[config.mk]
export PLATFORM = sky130hd
export DESIGN_NAME = stop_and_wait_block_sender_flat
export DESIGN_NICKNAME = d
export VERILOG_FILES = /design/src/sv/sawbs_pkg.sv /design/src/sv/sawbs_ifs.sv /design/src/sv/sawbs_in_stage.sv /design/src/sv/sawbs_engine.sv /design/src/sv/stop_and_wait_block_sender.sv /design/src/flat_wrapper.sv
export SDC_FILE = /design/constraint.sdc
export NUM_CORES = 1
export LEC_CHECK = 0
export ABC_AREA = 1
export BUFFER_PORTS_ARGS = -buffer_cell sky130_fd_sc_hd__buf_2
export CAP_MARGIN = 30
export CORE_ASPECT_RATIO = 0.75
export CORE_UTILIZATION = 32
export CTS_BUF_LIST = sky130_fd_sc_hd__clkbuf_8
export DETAILED_ROUTE_END_ITERATION = 8
export GPL_ROUTABILITY_DRIVEN = 0
export MAX_ROUTING_LAYER = met4
export PLACE_DENSITY = 0.55
export SYNTH_ARGS = -nofsm -noshare
export SYNTH_HDL_FRONTEND = slang
export SYNTH_SLANG_ARGS = --single-unit
[constraint.sdc]
create_clock -name clock -period 5.2 [get_ports clock]
set_input_delay 0.52 -clock clock [delete_from_list [all_inputs] [get_ports clock]]
set_output_delay 0.52 -clock clock [all_outputs]
set_load 0.05 [all_outputs]
[src/sv/sawbs_pkg.sv]
package sawbs_pkg;

   localparam int unsigned PACKET_BYTES = 1024;
   localparam logic [6:0] TIMEOUT_SECONDS = 7'd32;

   localparam logic [1:0] OP_START = 2'd0;
   localparam logic [1:0] OP_RESPONSE = 2'd1;
   localparam logic [1:0] OP_TICK = 2'd2;

   localparam logic [3:0] ST_NONE = 4'd0;
   localparam logic [3:0] ST_CONTINUE = 4'd1;
   localparam logic [3:0] ST_DONE = 4'd2;
   localparam logic [3:0] ST_BAD_SIZE = 4'd3;
   localparam logic [3:0] ST_BAD_COMMAND = 4'd4;
   localparam logic [3:0] ST_RECV_ERROR = 4'd5;
   localparam logic [3:0] ST_BAD_OFFSET = 4'd6;
   localparam logic [3:0] ST_CANNOT_START = 4'd7;
   localparam logic [3:0] ST_TIMEOUT = 4'd8;

   localparam logic CSR_COMMAND_ID = 1'b0;
   localparam logic CSR_OUTPUT_PORT = 1'b1;

   typedef struct packed {
      logic [1:0] opcode;
      logic [30:0] image_length;
      logic image_valid;
      logic storage_open_ok;
      logic response_size_ok;
      logic [15:0] response_command;
      logic signed [31:0] response_error;
      logic [31:0] response_offset;
      logic [5:0] tick_seconds;
   } req_payload_type;

   typedef struct packed {
      logic [3:0] status;
      logic send_request;
      logic [31:0] packet_offset;
      logic [30:0] packet_total;
      logic [15:0] packet_command;
      logic [7:0] packet_port;
   } rsp_payload_type;

   typedef struct packed {
      logic [15:0] command_id;
      logic [7:0] output_port;
   } cfg_type;

endpackage

[src/sv/sawbs_ifs.sv]
interface sawbs_req_if;
   logic valid;
   logic ready;
   logic [1:0] opcode;
   logic [30:0] image_length;
   logic image_valid;
   logic storage_open_ok;
   logic response_size_ok;
   logic [15:0] response_command;
   logic signed [31:0] response_error;
   logic [31:0] response_offset;
   logic [5:0] tick_seconds;

   modport source (
      output valid, opcode, image_length, image_valid, storage_open_ok,
         response_size_ok, response_command, response_error, response_offset,
         tick_seconds,
      input ready
   );
   modport sink (
      input valid, opcode, image_length, image_valid, storage_open_ok,
         response_size_ok, response_command, response_error, response_offset,
         tick_seconds,
      output ready
   );
endinterface

interface sawbs_rsp_if;
   logic valid;
   logic ready;
   logic [3:0] status;
   logic send_request;
   logic [31:0] packet_offset;
   logic [30:0] packet_total;
   logic [15:0] packet_command;
   logic [7:0] packet_port;

   modport source (
      output valid, status, send_request, packet_offset, packet_total,
         packet_command, packet_port,
      input ready
   );
   modport sink (
      input valid, status, send_request, packet_offset, packet_total,
         packet_command, packet_port,
      output ready
   );
endinterface

[src/sv/sawbs_in_stage.sv]
module sawbs_in_stage
   import sawbs_pkg::*;
(
   input  logic clock,
   input  logic reset,
   input  logic in_valid,
   output logic in_ready,
   input  req_payload_type in_data,
   output logic out_valid,
   input  logic out_ready,
   output req_payload_type out_data
);

   logic valid_ff;
   logic valid_in;
   req_payload_type data_ff;

   assign in_ready = !valid_ff || out_ready;
   assign valid_in = in_ready ? in_valid : valid_ff;

   always_ff @(posedge clock) begin
      if (reset) begin
         valid_ff <= 1'b0;
      end else begin
         valid_ff <= valid_in;
      end
   end

   always_ff @(posedge clock) begin
      if (in_ready && in_valid) begin
         data_ff <= in_data;
      end
   end

   assign out_valid = valid_ff;
   assign out_data = data_ff;

endmodule

[src/sv/sawbs_engine.sv]
module sawbs_engine
   import sawbs_pkg::*;
(
   input  logic clock,
   input  logic reset,
   input  cfg_type cfg,
   input  logic in_valid,
   output logic in_ready,
   input  req_payload_type in_data,
   output logic out_valid,
   input  logic out_ready,
   output rsp_payload_type out_data
);

   logic [31:0] send_offset_ff;
   logic [31:0] send_offset_in;
   logic [30:0] total_length_ff;
   logic [30:0] total_length_in;
   logic [6:0] timer_ff;
   logic [6:0] timer_in;
   logic rsp_valid_ff;
   logic rsp_valid_in;
   rsp_payload_type rsp_ff;
   rsp_payload_type rsp_in;
   logic fire;
   logic [32:0] offset_sum;
   logic [31:0] offset_next;
   logic [6:0] timer_sum;
   logic [3:0] status;
   logic send;

   assign in_ready = !rsp_valid_ff || out_ready;
   assign fire = in_valid && in_ready;

   assign offset_sum = {1'b0, send_offset_ff} + 33'(PACKET_BYTES);
   assign offset_next = offset_sum[32] ? '1 : offset_sum[31:0];
   assign timer_sum = timer_ff + {1'b0, in_data.tick_seconds};

   always_comb begin
      send_offset_in = send_offset_ff;
      total_length_in = total_length_ff;
      timer_in = timer_ff;
      status = ST_NONE;
      send = 1'b0;
      unique case (in_data.opcode)
         OP_START: begin
            if (!in_data.image_valid || !in_data.storage_open_ok) begin
               status = ST_CANNOT_START;
            end else begin
               total_length_in = in_data.image_length;
               send_offset_in = '0;
               timer_in = 7'd1;
               status = ST_CONTINUE;
               send = 1'b1;
            end
         end
         OP_RESPONSE: begin
            // Checks run in a fixed order; the first failure names the status.
            send_offset_in = '0;
            timer_in = '0;
            priority if (!in_data.response_size_ok) begin
               status = ST_BAD_SIZE;
            end else if (in_data.response_command != cfg.command_id) begin
               status = ST_BAD_COMMAND;
            end else if (in_data.response_error == '0 || in_data.response_error[31]) begin
               status = ST_RECV_ERROR;
            end else if (in_data.response_offset != send_offset_ff) begin
               status = ST_BAD_OFFSET;
            end else if (offset_next >= {1'b0, total_length_ff}) begin
               status = ST_DONE;
            end else begin
               send_offset_in = offset_next;
               timer_in = 7'd1;
               status = ST_CONTINUE;
               send = 1'b1;
            end
         end
         OP_TICK: begin
            // A zero timer means no transfer is armed, so ticks are ignored.
            if (timer_ff != '0) begin
               if (timer_sum > TIMEOUT_SECONDS) begin
                  send_offset_in = '0;
                  timer_in = '0;
                  status = ST_TIMEOUT;
               end else begin
                  timer_in = timer_sum;
               end
            end
         end
         default: begin
            status = ST_NONE;
         end
      endcase
   end

   always_comb begin
      rsp_in.status = status;
      rsp_in.send_request = send;
      rsp_in.packet_offset = send ? send_offset_in : '0;
      rsp_in.packet_total = send ? total_length_in : '0;
      rsp_in.packet_command = send ? cfg.command_id : '0;
      rsp_in.packet_port = send ? cfg.output_port : '0;
   end

   assign rsp_valid_in = fire || (rsp_valid_ff && !out_ready);

   always_ff @(posedge clock) begin
      if (reset) begin
         send_offset_ff <= '0;
         total_length_ff <= '0;
         timer_ff <= '0;
         rsp_valid_ff <= 1'b0;
      end else begin
         rsp_valid_ff <= rsp_valid_in;
         if (fire) begin
            send_offset_ff <= send_offset_in;
            total_length_ff <= total_length_in;
            timer_ff <= timer_in;
         end
      end
   end

   always_ff @(posedge clock) begin
      if (fire) begin
         rsp_ff <= rsp_in;
      end
   end

   assign out_valid = rsp_valid_ff;
   assign out_data = rsp_ff;

endmodule

[src/sv/stop_and_wait_block_sender.sv]
// Sender side of a stop-and-wait block download.
// The req channel carries one transaction per event: a start (image length and
// usability flags), a receiver response to check, or a seconds tick. The rsp
// channel returns exactly one transaction per request, in order, with a status
// and, when send_request is set, the header of the next packet to post.
// The csr port writes the command identifier (index 0) and the output link
// port (index 1); write it only while the block is idle.
// An accepted request passes through the input register, then through the
// decision logic that updates the offset, length and timer registers and
// loads the result register. Throughput is one transaction per cycle while
// rsp ready is not held low, set by the state update loop.
// A synchronous reset clears the offset, length, timer and both csr values and
// empties the pipeline. When the receiver holds rsp ready low, the result stays
// in its register; the input register fills behind it and then req ready drops
// until the result is taken.
module stop_and_wait_block_sender
   import sawbs_pkg::*;
(
   input  logic clock,
   input  logic reset,
   sawbs_req_if.sink req_chan,
   sawbs_rsp_if.source rsp_chan,
   input  logic csr_we,
   input  logic csr_index,
   input  logic [15:0] csr_wdata
);

   cfg_type cfg_ff;
   req_payload_type req_data;
   req_payload_type stage_data;
   rsp_payload_type rsp_data;
   logic stage_valid;
   logic stage_ready;

   always_ff @(posedge clock) begin
      if (reset) begin
         cfg_ff <= '0;
      end else if (csr_we) begin
         unique case (csr_index)
            CSR_COMMAND_ID: cfg_ff.command_id <= csr_wdata;
            CSR_OUTPUT_PORT: cfg_ff.output_port <= csr_wdata[7:0];
            default: cfg_ff <= cfg_ff;
         endcase
      end
   end

   always_comb begin
      req_data.opcode = req_chan.opcode;
      req_data.image_length = req_chan.image_length;
      req_data.image_valid = req_chan.image_valid;
      req_data.storage_open_ok = req_chan.storage_open_ok;
      req_data.response_size_ok = req_chan.response_size_ok;
      req_data.response_command = req_chan.response_command;
      req_data.response_error = req_chan.response_error;
      req_data.response_offset = req_chan.response_offset;
      req_data.tick_seconds = req_chan.tick_seconds;
   end

   sawbs_in_stage u_in_stage (
      .clock(clock),
      .reset(reset),
      .in_valid(req_chan.valid),
      .in_ready(req_chan.ready),
      .in_data(req_data),
      .out_valid(stage_valid),
      .out_ready(stage_ready),
      .out_data(stage_data)
   );

   sawbs_engine u_engine (
      .clock(clock),
      .reset(reset),
      .cfg(cfg_ff),
      .in_valid(stage_valid),
      .in_ready(stage_ready),
      .in_data(stage_data),
      .out_valid(rsp_chan.valid),
      .out_ready(rsp_chan.ready),
      .out_data(rsp_data)
   );

   assign rsp_chan.status = rsp_data.status;
   assign rsp_chan.send_request = rsp_data.send_request;
   assign rsp_chan.packet_offset = rsp_data.packet_offset;
   assign rsp_chan.packet_total = rsp_data.packet_total;
   assign rsp_chan.packet_command = rsp_data.packet_command;
   assign rsp_chan.packet_port = rsp_data.packet_port;

endmodule
[src/flat_wrapper.sv]
// flat-port wrapper written by rule: the top's interface ports become plain ports
module stop_and_wait_block_sender_flat import sawbs_pkg::*;
  (clock, reset, csr_we, csr_index, csr_wdata, req_chan_valid, req_chan_opcode, req_chan_image_length, req_chan_image_valid, req_chan_storage_open_ok, req_chan_response_size_ok, req_chan_response_command, req_chan_response_error, req_chan_response_offset, req_chan_tick_seconds, req_chan_ready, rsp_chan_valid, rsp_chan_status, rsp_chan_send_request, rsp_chan_packet_offset, rsp_chan_packet_total, rsp_chan_packet_command, rsp_chan_packet_port, rsp_chan_ready);
  sawbs_req_if req_chan_i ();
  sawbs_rsp_if rsp_chan_i ();
  input  logic clock;
  input  logic reset;
  input  logic csr_we;
  input  logic csr_index;
  input  logic [15:0] csr_wdata;
  input wire logic [$bits(req_chan_i.valid)-1:0] req_chan_valid;
  input wire logic [$bits(req_chan_i.opcode)-1:0] req_chan_opcode;
  input wire logic [$bits(req_chan_i.image_length)-1:0] req_chan_image_length;
  input wire logic [$bits(req_chan_i.image_valid)-1:0] req_chan_image_valid;
  input wire logic [$bits(req_chan_i.storage_open_ok)-1:0] req_chan_storage_open_ok;
  input wire logic [$bits(req_chan_i.response_size_ok)-1:0] req_chan_response_size_ok;
  input wire logic [$bits(req_chan_i.response_command)-1:0] req_chan_response_command;
  input wire logic [$bits(req_chan_i.response_error)-1:0] req_chan_response_error;
  input wire logic [$bits(req_chan_i.response_offset)-1:0] req_chan_response_offset;
  input wire logic [$bits(req_chan_i.tick_seconds)-1:0] req_chan_tick_seconds;
  output wire logic [$bits(req_chan_i.ready)-1:0] req_chan_ready;
  output wire logic [$bits(rsp_chan_i.valid)-1:0] rsp_chan_valid;
  output wire logic [$bits(rsp_chan_i.status)-1:0] rsp_chan_status;
  output wire logic [$bits(rsp_chan_i.send_request)-1:0] rsp_chan_send_request;
  output wire logic [$bits(rsp_chan_i.packet_offset)-1:0] rsp_chan_packet_offset;
  output wire logic [$bits(rsp_chan_i.packet_total)-1:0] rsp_chan_packet_total;
  output wire logic [$bits(rsp_chan_i.packet_command)-1:0] rsp_chan_packet_command;
  output wire logic [$bits(rsp_chan_i.packet_port)-1:0] rsp_chan_packet_port;
  input wire logic [$bits(rsp_chan_i.ready)-1:0] rsp_chan_ready;
  assign req_chan_i.valid = req_chan_valid;
  assign req_chan_i.opcode = req_chan_opcode;
  assign req_chan_i.image_length = req_chan_image_length;
  assign req_chan_i.image_valid = req_chan_image_valid;
  assign req_chan_i.storage_open_ok = req_chan_storage_open_ok;
  assign req_chan_i.response_size_ok = req_chan_response_size_ok;
  assign req_chan_i.response_command = req_chan_response_command;
  assign req_chan_i.response_error = req_chan_response_error;
  assign req_chan_i.response_offset = req_chan_response_offset;
  assign req_chan_i.tick_seconds = req_chan_tick_seconds;
  assign req_chan_ready = req_chan_i.ready;
  assign rsp_chan_valid = rsp_chan_i.valid;
  assign rsp_chan_status = rsp_chan_i.status;
  assign rsp_chan_send_request = rsp_chan_i.send_request;
  assign rsp_chan_packet_offset = rsp_chan_i.packet_offset;
  assign rsp_chan_packet_total = rsp_chan_i.packet_total;
  assign rsp_chan_packet_command = rsp_chan_i.packet_command;
  assign rsp_chan_packet_port = rsp_chan_i.packet_port;
  assign rsp_chan_i.ready = rsp_chan_ready;
  stop_and_wait_block_sender u_core (.clock(clock), .reset(reset), .req_chan(req_chan_i), .rsp_chan(rsp_chan_i), .csr_we(csr_we), .csr_index(csr_index), .csr_wdata(csr_wdata));
endmodule
==> impl_metrics.ini, run 1 <==
[clocking]
cts_tree = built
cts_root_buffer = clkbuf_8
clk_latency_ps = 640
cts_hold_buf = 59
clk_pin_slew_worst_paths_ps = 70
htreeDepth = 2
cts_resized = 0
numCtsBuffers = 52
cts_setup_buffers = 0
clock_sinks = 310
clk_path_buf_depth = 3

[grt]
antenna_found_initial = 1
grt_pass1_vias = 11700
track_usage_pct = 17.7
grt_pass1_wl_mm = 63.6
grt_max_degree = 71
grt_overflow_total = 0

[pwr]
p_per_area_nw_per_um2 = 316
p_leak_nw = 8.29
ir_drop_mv = 0.214

[floorplan]
rows = 68
start_util_pct = 32.5
io_pins = 238
die_area_um2 = 47700
core_area_um2 = 46100
die_w_um = 252
die_y_um = 189

[routing]
wire_per_inst_um = 15.5
first_iter_violations = 923
routed_via_density = 4.56
wl_mm = 41.0
ant_nets = 0
vias = 12100
drtPass1Iterations = 5
drc = 0

[sta]
rsz0062_at_grt = no
fin_crit_ps = 4410
fin_crit_sh_pct = 84.9
hold_ws_ps = 57.4
fin_tns_setup_ps = 0
setup_viol = 0
hold_viol = 0
maxSlewViolCount = 0
relSlewSlack_pct = 33.5
worst_pin_slew_ps = 998
fmax_mhz = 227
clock_skew_ps = 22.6

[flow_run]
cap_violations = 0

[worst_setup_path]
worstPathRequired_ps = 5570
crit_path_end_kind = flip-flop
cp-start-kind = flip-flop
crit_fanout = 24
worstSetupPathType = reg2reg
worstRegToRegCells = 24
crit_arrival_ps = 4780
r2r_setup_slack_ps = 790

[placed_design]
numPortBuffers = 237
hpwl_mm = 28.1

[logic_synthesis]
async_reset_ff_share_pct = 0
synth_edf_count = 214
ys_seq_area_share_pct = 55.7
syn_area_um2 = 15000
synth.distinct_cells = 38
synthSimpleGateAreaFrac_pct = 21.6
synth-xor-area-share_pct = 2.16
ys.flop_type = edfxtp_1
postSynthAreaPerCell_um2 = 8.86
synth_mux_area_share_pct = 0.0668
synth-seq-cells = 310
syn_nets = 1879
yosys_warnings = 0
synth_cells = 1691
synth_top_family_by_area = simple AND/OR/NAND/NOR gates
synth-compound-area-share_pct = 8.12
synthAdderAreaFrac_pct = 3.72

[worst_hold_path]
whs_path_depth = 1
min_path_type = in2reg

[run_status]
status = completed

[cells_and_area]
layout-area-overhead-vs-synth_pct = 22.7
layout-drive-gt1-share_pct = 18.9
fin_nets = 2168
fin_util_pct = 39.9
diodes = 0
[per-stage QoR]
stage / setup WS, ps / area [um2] / power (mW) / cells
3_5_place_dp: 803 / 16700 / 3.62 / 2497
4_1_cts: 759 / 18400 / 5.90 / 2653
5_1_grt: 342 / 18400 / 6.11 / 2653
2_1_floorplan: 911 / 15000 / 3.39 / 1691
6_report: 786 / 18400 / 5.82 / 2653
3_3_place_gp: 854 / 16700 / 3.61 / 2497
[layout make-up]
cell class	instances	area, um2
Fill cell	4700	27700
Sequential cell	310	8350
Multi-Input combinational cell	1060	5350
Timing Repair Buffer	313	1930
Inverter	243	922
Clock buffer	64	881
Tap cell	630	788
Clock inverter	33	170
[worst max-delay path, stage by stage, from the launching register on]
cell and delay, ps:
dfxtp_1 450, ha_1 230, nand2_1 100, nor3_2 360, nand2_1 290, inv_2 500
nor2_1 130, ha_1 300, nand2_1 50, nand3b_1 100, nand2_1 60, nand2_1 70
nand2_1 50, nand2_1 50, nand2_1 40, nand2_1 100, nand2_1 60, nand2_1 80
nand2_1 80, nand3_2 110, or2_4 150, nand2_4 50, inv_4 290, buf_4 350
a21oi_1 70
[cells in the final DEF, fill, tap and decap left out, drive strengths merged, types with 35 or more instances in the layout]
| master | netlist | routed |
|---|---|---|
| clkbuf | 54 | 64 |
| dlygate4sd3 | 0 | 59 |
| edfxtp | 214 | 214 |
| xor2 | 35 | 35 |
| buf | 24 | 254 |
| nor2 | 200 | 200 |
| nand3 | 93 | 93 |
| a21oi | 145 | 145 |
| nand2 | 408 | 408 |
| ha | 43 | 43 |
| dfxtp | 96 | 96 |
| o21ai | 92 | 92 |
| inv | 241 | 267 |
[metal layers]
layer | routed length [um] | global-route usage, % | vias up
met3 | 2410 | 3.11 | 66
met1 | 19900 | 24.6 | 5607
met2 | 18000 | 26.6 | 359
li1 | - | - | 6053
met4 | 799 | 4.97 | 0
met5 | 0 | - | -
[cells by family after synthesis]
logic type / Yosys count
buffers and inverters: 321
AO/OA/AOI/OAI: 241
multiplexers: 1
adder cells (fa/ha/maj): 44
XOR/XNOR: 37
flip-flops: 310
AND/OR/NAND/NOR: 737
[synth_stat cells, types with 2 or more instances]
| master | n | share of area (%) |
|---|---|---|
| a21oi_1 | 145 | 4.8 |
| buf_12 | 3 | 0.40 |
| buf_2 | 19 | 0.63 |
| clkbuf_1 | 54 | 1.4 |
| clkinv_1 | 2 | 0.050 |
| dfxtp_1 | 96 | 13 |
| edfxtp_1 | 214 | 43 |
| ha_1 | 43 | 3.6 |
| inv_1 | 235 | 5.9 |
| inv_2 | 5 | 0.13 |
| nand2_1 | 403 | 10 |
| nand2_2 | 4 | 0.17 |
| nand3_1 | 92 | 3.1 |
| nand3b_1 | 3 | 0.15 |
| nand4_1 | 12 | 0.50 |
| nor2_1 | 165 | 4.1 |
| nor2_2 | 3 | 0.13 |
| nor2_4 | 32 | 2.4 |
| nor3_1 | 11 | 0.37 |
| nor4_1 | 3 | 0.13 |
| o21ai_0 | 92 | 3.1 |
| or2_2 | 4 | 0.17 |
| xnor2_1 | 2 | 0.12 |
| xor2_1 | 35 | 2.0 |
[power by group]
part           internal [mW]  switching (mW)  leakage (nW)
Clock                   1.16            1.05         0.624
Sequential              2.78          0.0897          2.85
Combinational          0.239           0.495          4.82
[path summary, 6_finish.rpt]
path,end,from
max reg2reg,u_core.u_engine.out_data[63]$_SDFFCE_PN0P_,u_core.u_engine.send_offset_ff[10]$_SDFFE_PP0P_
min reg2reg,u_core.cfg_ff[2]$_SDFFE_PP0P_,u_core.cfg_ff[2]$_SDFFE_PP0P_
max,u_core.u_engine.out_data[63]$_SDFFCE_PN0P_,u_core.u_engine.send_offset_ff[10]$_SDFFE_PP0P_
min,u_core.u_in_stage.out_data[104]$_DFFE_PP_,req_chan_image_length[15]
[flip-flops by register name (all words and copies together) (netlist names)]
name                             count
u_core.u_engine.out_valid            1
u_core.u_engine.send_offset_ff      32
u_core.u_in_stage.out_data         122
u_core.u_engine.out_data            92
u_core.u_engine.timer_ff             7
u_core.cfg_ff                       24
u_core.u_in_stage.out_valid          1
u_core.u_engine.total_length_ff     31
Note: power is estimated with default switching activity, not from simulation.
==> inputs of run 2 (changes only) <==
--- a/config.mk
+++ b/config.mk
@@ -14,7 +14,7 @@
 export DETAILED_ROUTE_END_ITERATION = 8
 export GPL_ROUTABILITY_DRIVEN = 0
 export MAX_ROUTING_LAYER = met4
-export PLACE_DENSITY = 0.55
+export PLACE_DENSITY = 0.57
 export SYNTH_ARGS = -nofsm -noshare
 export SYNTH_HDL_FRONTEND = slang
 export SYNTH_SLANG_ARGS = --single-unit
==> constraint.sdc (replaced) <==
create_clock -name clock -period 3.8 [get_ports clock]
set_input_delay 0.38 -clock clock [delete_from_list [all_inputs] [get_ports clock]]
set_output_delay 0.38 -clock clock [all_outputs]
set_load 0.05 [all_outputs]
==> run 2 against run 1 <==
Net effect:
- first-iteration DRC count shrank 14%
- final cell count grew 3.6%
- fmax grew 22%
- routed wire length grew 3.9%
- via count grew 3.4%
- critical path depth shrank 2
- total power grew 38%
- die area is the same
- final area grew 5.6%
- core utilization grew 2.2 points
- critical endpoint is now u_core.u_engine.out_data[78]$_SDFFCE_PN0P_
==> impl_metrics.ini, run 2 (synthesis results as in run 1) <==
[cells_and_area]
layout-area-overhead-vs-synth_pct = 29.6
fin_area_um2 = 19400
fillers = 4564
layout-drive-gt1-share_pct = 19.8
largest_reg_flops = 122
layout_common_cells = 401 x nand2_1, 251 x inv_1, 237 x buf_2
final_cell_count_no_fill = 2748
fin_nets = 2264
final_common_cell = nand2_1
multiInputGateArea_um2 = 5380
fin_util_pct = 42.1
diodes = 0
regArea_um2 = 8350

[floorplan]
start_util_pct = 32.5
die_w_um = 252
core_area_um2 = 46100
die_area_um2 = 47700
rows = 68
io_pins = 238
die_y_um = 189

[sta]
setup_viol = 0
worst_pin_slew_ps = 937
hold_viol = 0
fin_crit_ps = 3620
fmax_mhz = 276
maxSlewViolCount = 0
clock_skew_ps = 38.1
relSlewSlack_pct = 37.4
fin_tns_setup_ps = 0
fin_crit_sh_pct = 95.4
setup_ws_ps = 176

[grt]
antenna_found_initial = 0
grt_overflow_total = 0
grt_pass1_wl_mm = 65.8
grt_max_degree = 103
track_usage_pct = 18.2
grt_pass1_vias = 12300

[placed_design]
dp_cells = 2521
hpwl_mm = 28.4
place_area_um2 = 17000
dpl_worst_slack_ps = 5.79
numPortBuffers = 237

[pwr]
ir_drop_mv = 0.260
swShare_pct = 28.2
power_switching_mw = 2.26
seqPwrFrac_pct = 48.8
power.clock.fraction_pct = 37.2
p_int_mw = 5.75
p_leak_nw = 8.73
pwr-share-comb_pct = 13.9
p_per_area_nw_per_um2 = 412

[worst_hold_path]
min_path_type = in2reg

[worst_setup_path]
crit_fanout = 15
crit_arrival_ps = 4100
worstSetupPathType = reg2reg
crit_path_end_kind = flip-flop
worstPathRequired_ps = 4270
cp-start-kind = flip-flop

[routing]
first_iter_violations = 796
drtPass1Iterations = 5
wire_per_inst_um = 15.5
ant_nets = 0
drc = 0
vias = 12500
wl_mm = 42.6
routed_via_density = 4.55

[clocking]
cts_setup_buffers = 0
clk_path_buf_depth = 3
cts_tree = built
clock_sinks = 310
cts_root_buffer = clkbuf_8
numCtsBuffers = 52
clk_pin_slew_worst_paths_ps = 70
htreeDepth = 2
clk_latency_ps = 650

[run_status]
status = completed

[flow_run]
cap_violations = 0
-- run 2: changes by cell type in the layout (fill, tap and decap cells not counted), moves of 3 or more --
cell,previous run,this run
clkinv_2,3,8
clkinv_1,4,8
dfxtp_1,96,92
nor2_4,32,35
dlygate4sd3_1,59,127
nor2_1,164,161
dfxtp_2,0,4
buf_4,15,33
clkbuf_8,64,58
inv_1,257,251
buf_12,2,7
-- run 2: stage by stage --
stage                     power, mW  hold WS (ps)
final                          8.01          50.2
after global routing           8.42          29.0
after floorplan                4.64           430
after detailed placement       4.99           445
after global placement         4.97           443
after CTS                      8.12         0.794
-- run 2: final cells by class --
type                            instances  area share (%)
Multi-Input combinational cell       1060            27.7
Clock inverter                         38            1.16
Timing Repair Buffer                  409            15.2
Tap cell                              630            4.06
Sequential cell                       310            43.0
Clock buffer                           58            4.11
Inverter                              243            4.79
-- run 2: timing repair --
item	CTS	global route
resized for setup	2	14
hold buffers	127	0
hold endpoints to repair	127	0
endpoints found under the setup margin	6	117
gates cloned	0	3
-- run 2: final timing paths --
| kind | cells after the start | slack, ps | from | to |
|---|---|---|---|---|
| hold / removal | 3 | 50 | csr_wdata[8] | u_core.cfg_ff[16]$_SDFFE_PP0P_ |
| setup / recovery | 22 | 180 | u_core.u_engine.send_offset_ff[10]$_SDFFE_PP0P_ | u_core.u_engine.out_data[78]$_SDFFCE_PN0P_ |
| hold reg to reg | 2 | 450 | u_core.cfg_ff[0]$_SDFFE_PP0P_ | u_core.cfg_ff[0]$_SDFFE_PP0P_ |
| setup reg to reg | 22 | 180 | u_core.u_engine.send_offset_ff[10]$_SDFFE_PP0P_ | u_core.u_engine.out_data[78]$_SDFFCE_PN0P_ |
-- run 2: worst max-delay path, cell delays in order, from the launching register on --
cell,delay (ps)
dfxtp_1,330
buf_4,140
inv_2,60
nor2_1,190
nand2_1,130
nor2_4,210
nand3_1,130
nor2_1,150
nor2_1,50
nor2_1,150
inv_1,60
ha_1,290
a21o_1,180
a21oi_1,200
inv_1,60
nor3_1,190
nand3_1,140
nor2_4,170
clkbuf_16,210
nand3_1,80
nand2_1,80
nand2_1,70
a21oi_1,180
-- run 2: power by group through the flow --
stage          Sequential [mW]  Combinational [mW]  Clock (mW)
3_3_place_gp              3.98               0.988           0
3_5_place_dp              3.98                1.01           0
6_report                  3.91                1.12        2.98
2_1_floorplan             4.10               0.540           0
4_1_cts                   3.91                1.11        3.10
5_1_grt                   3.93                1.24        3.26
-- run 2: routing by layer --
layer  up-vias  track usage (%)  wire, um
met5         -                -         0
met4         0             5.20       824
met3        61             3.85      2650
met2       376             27.7     18800
met1      5808             24.5     20300
li1       6247                -         -
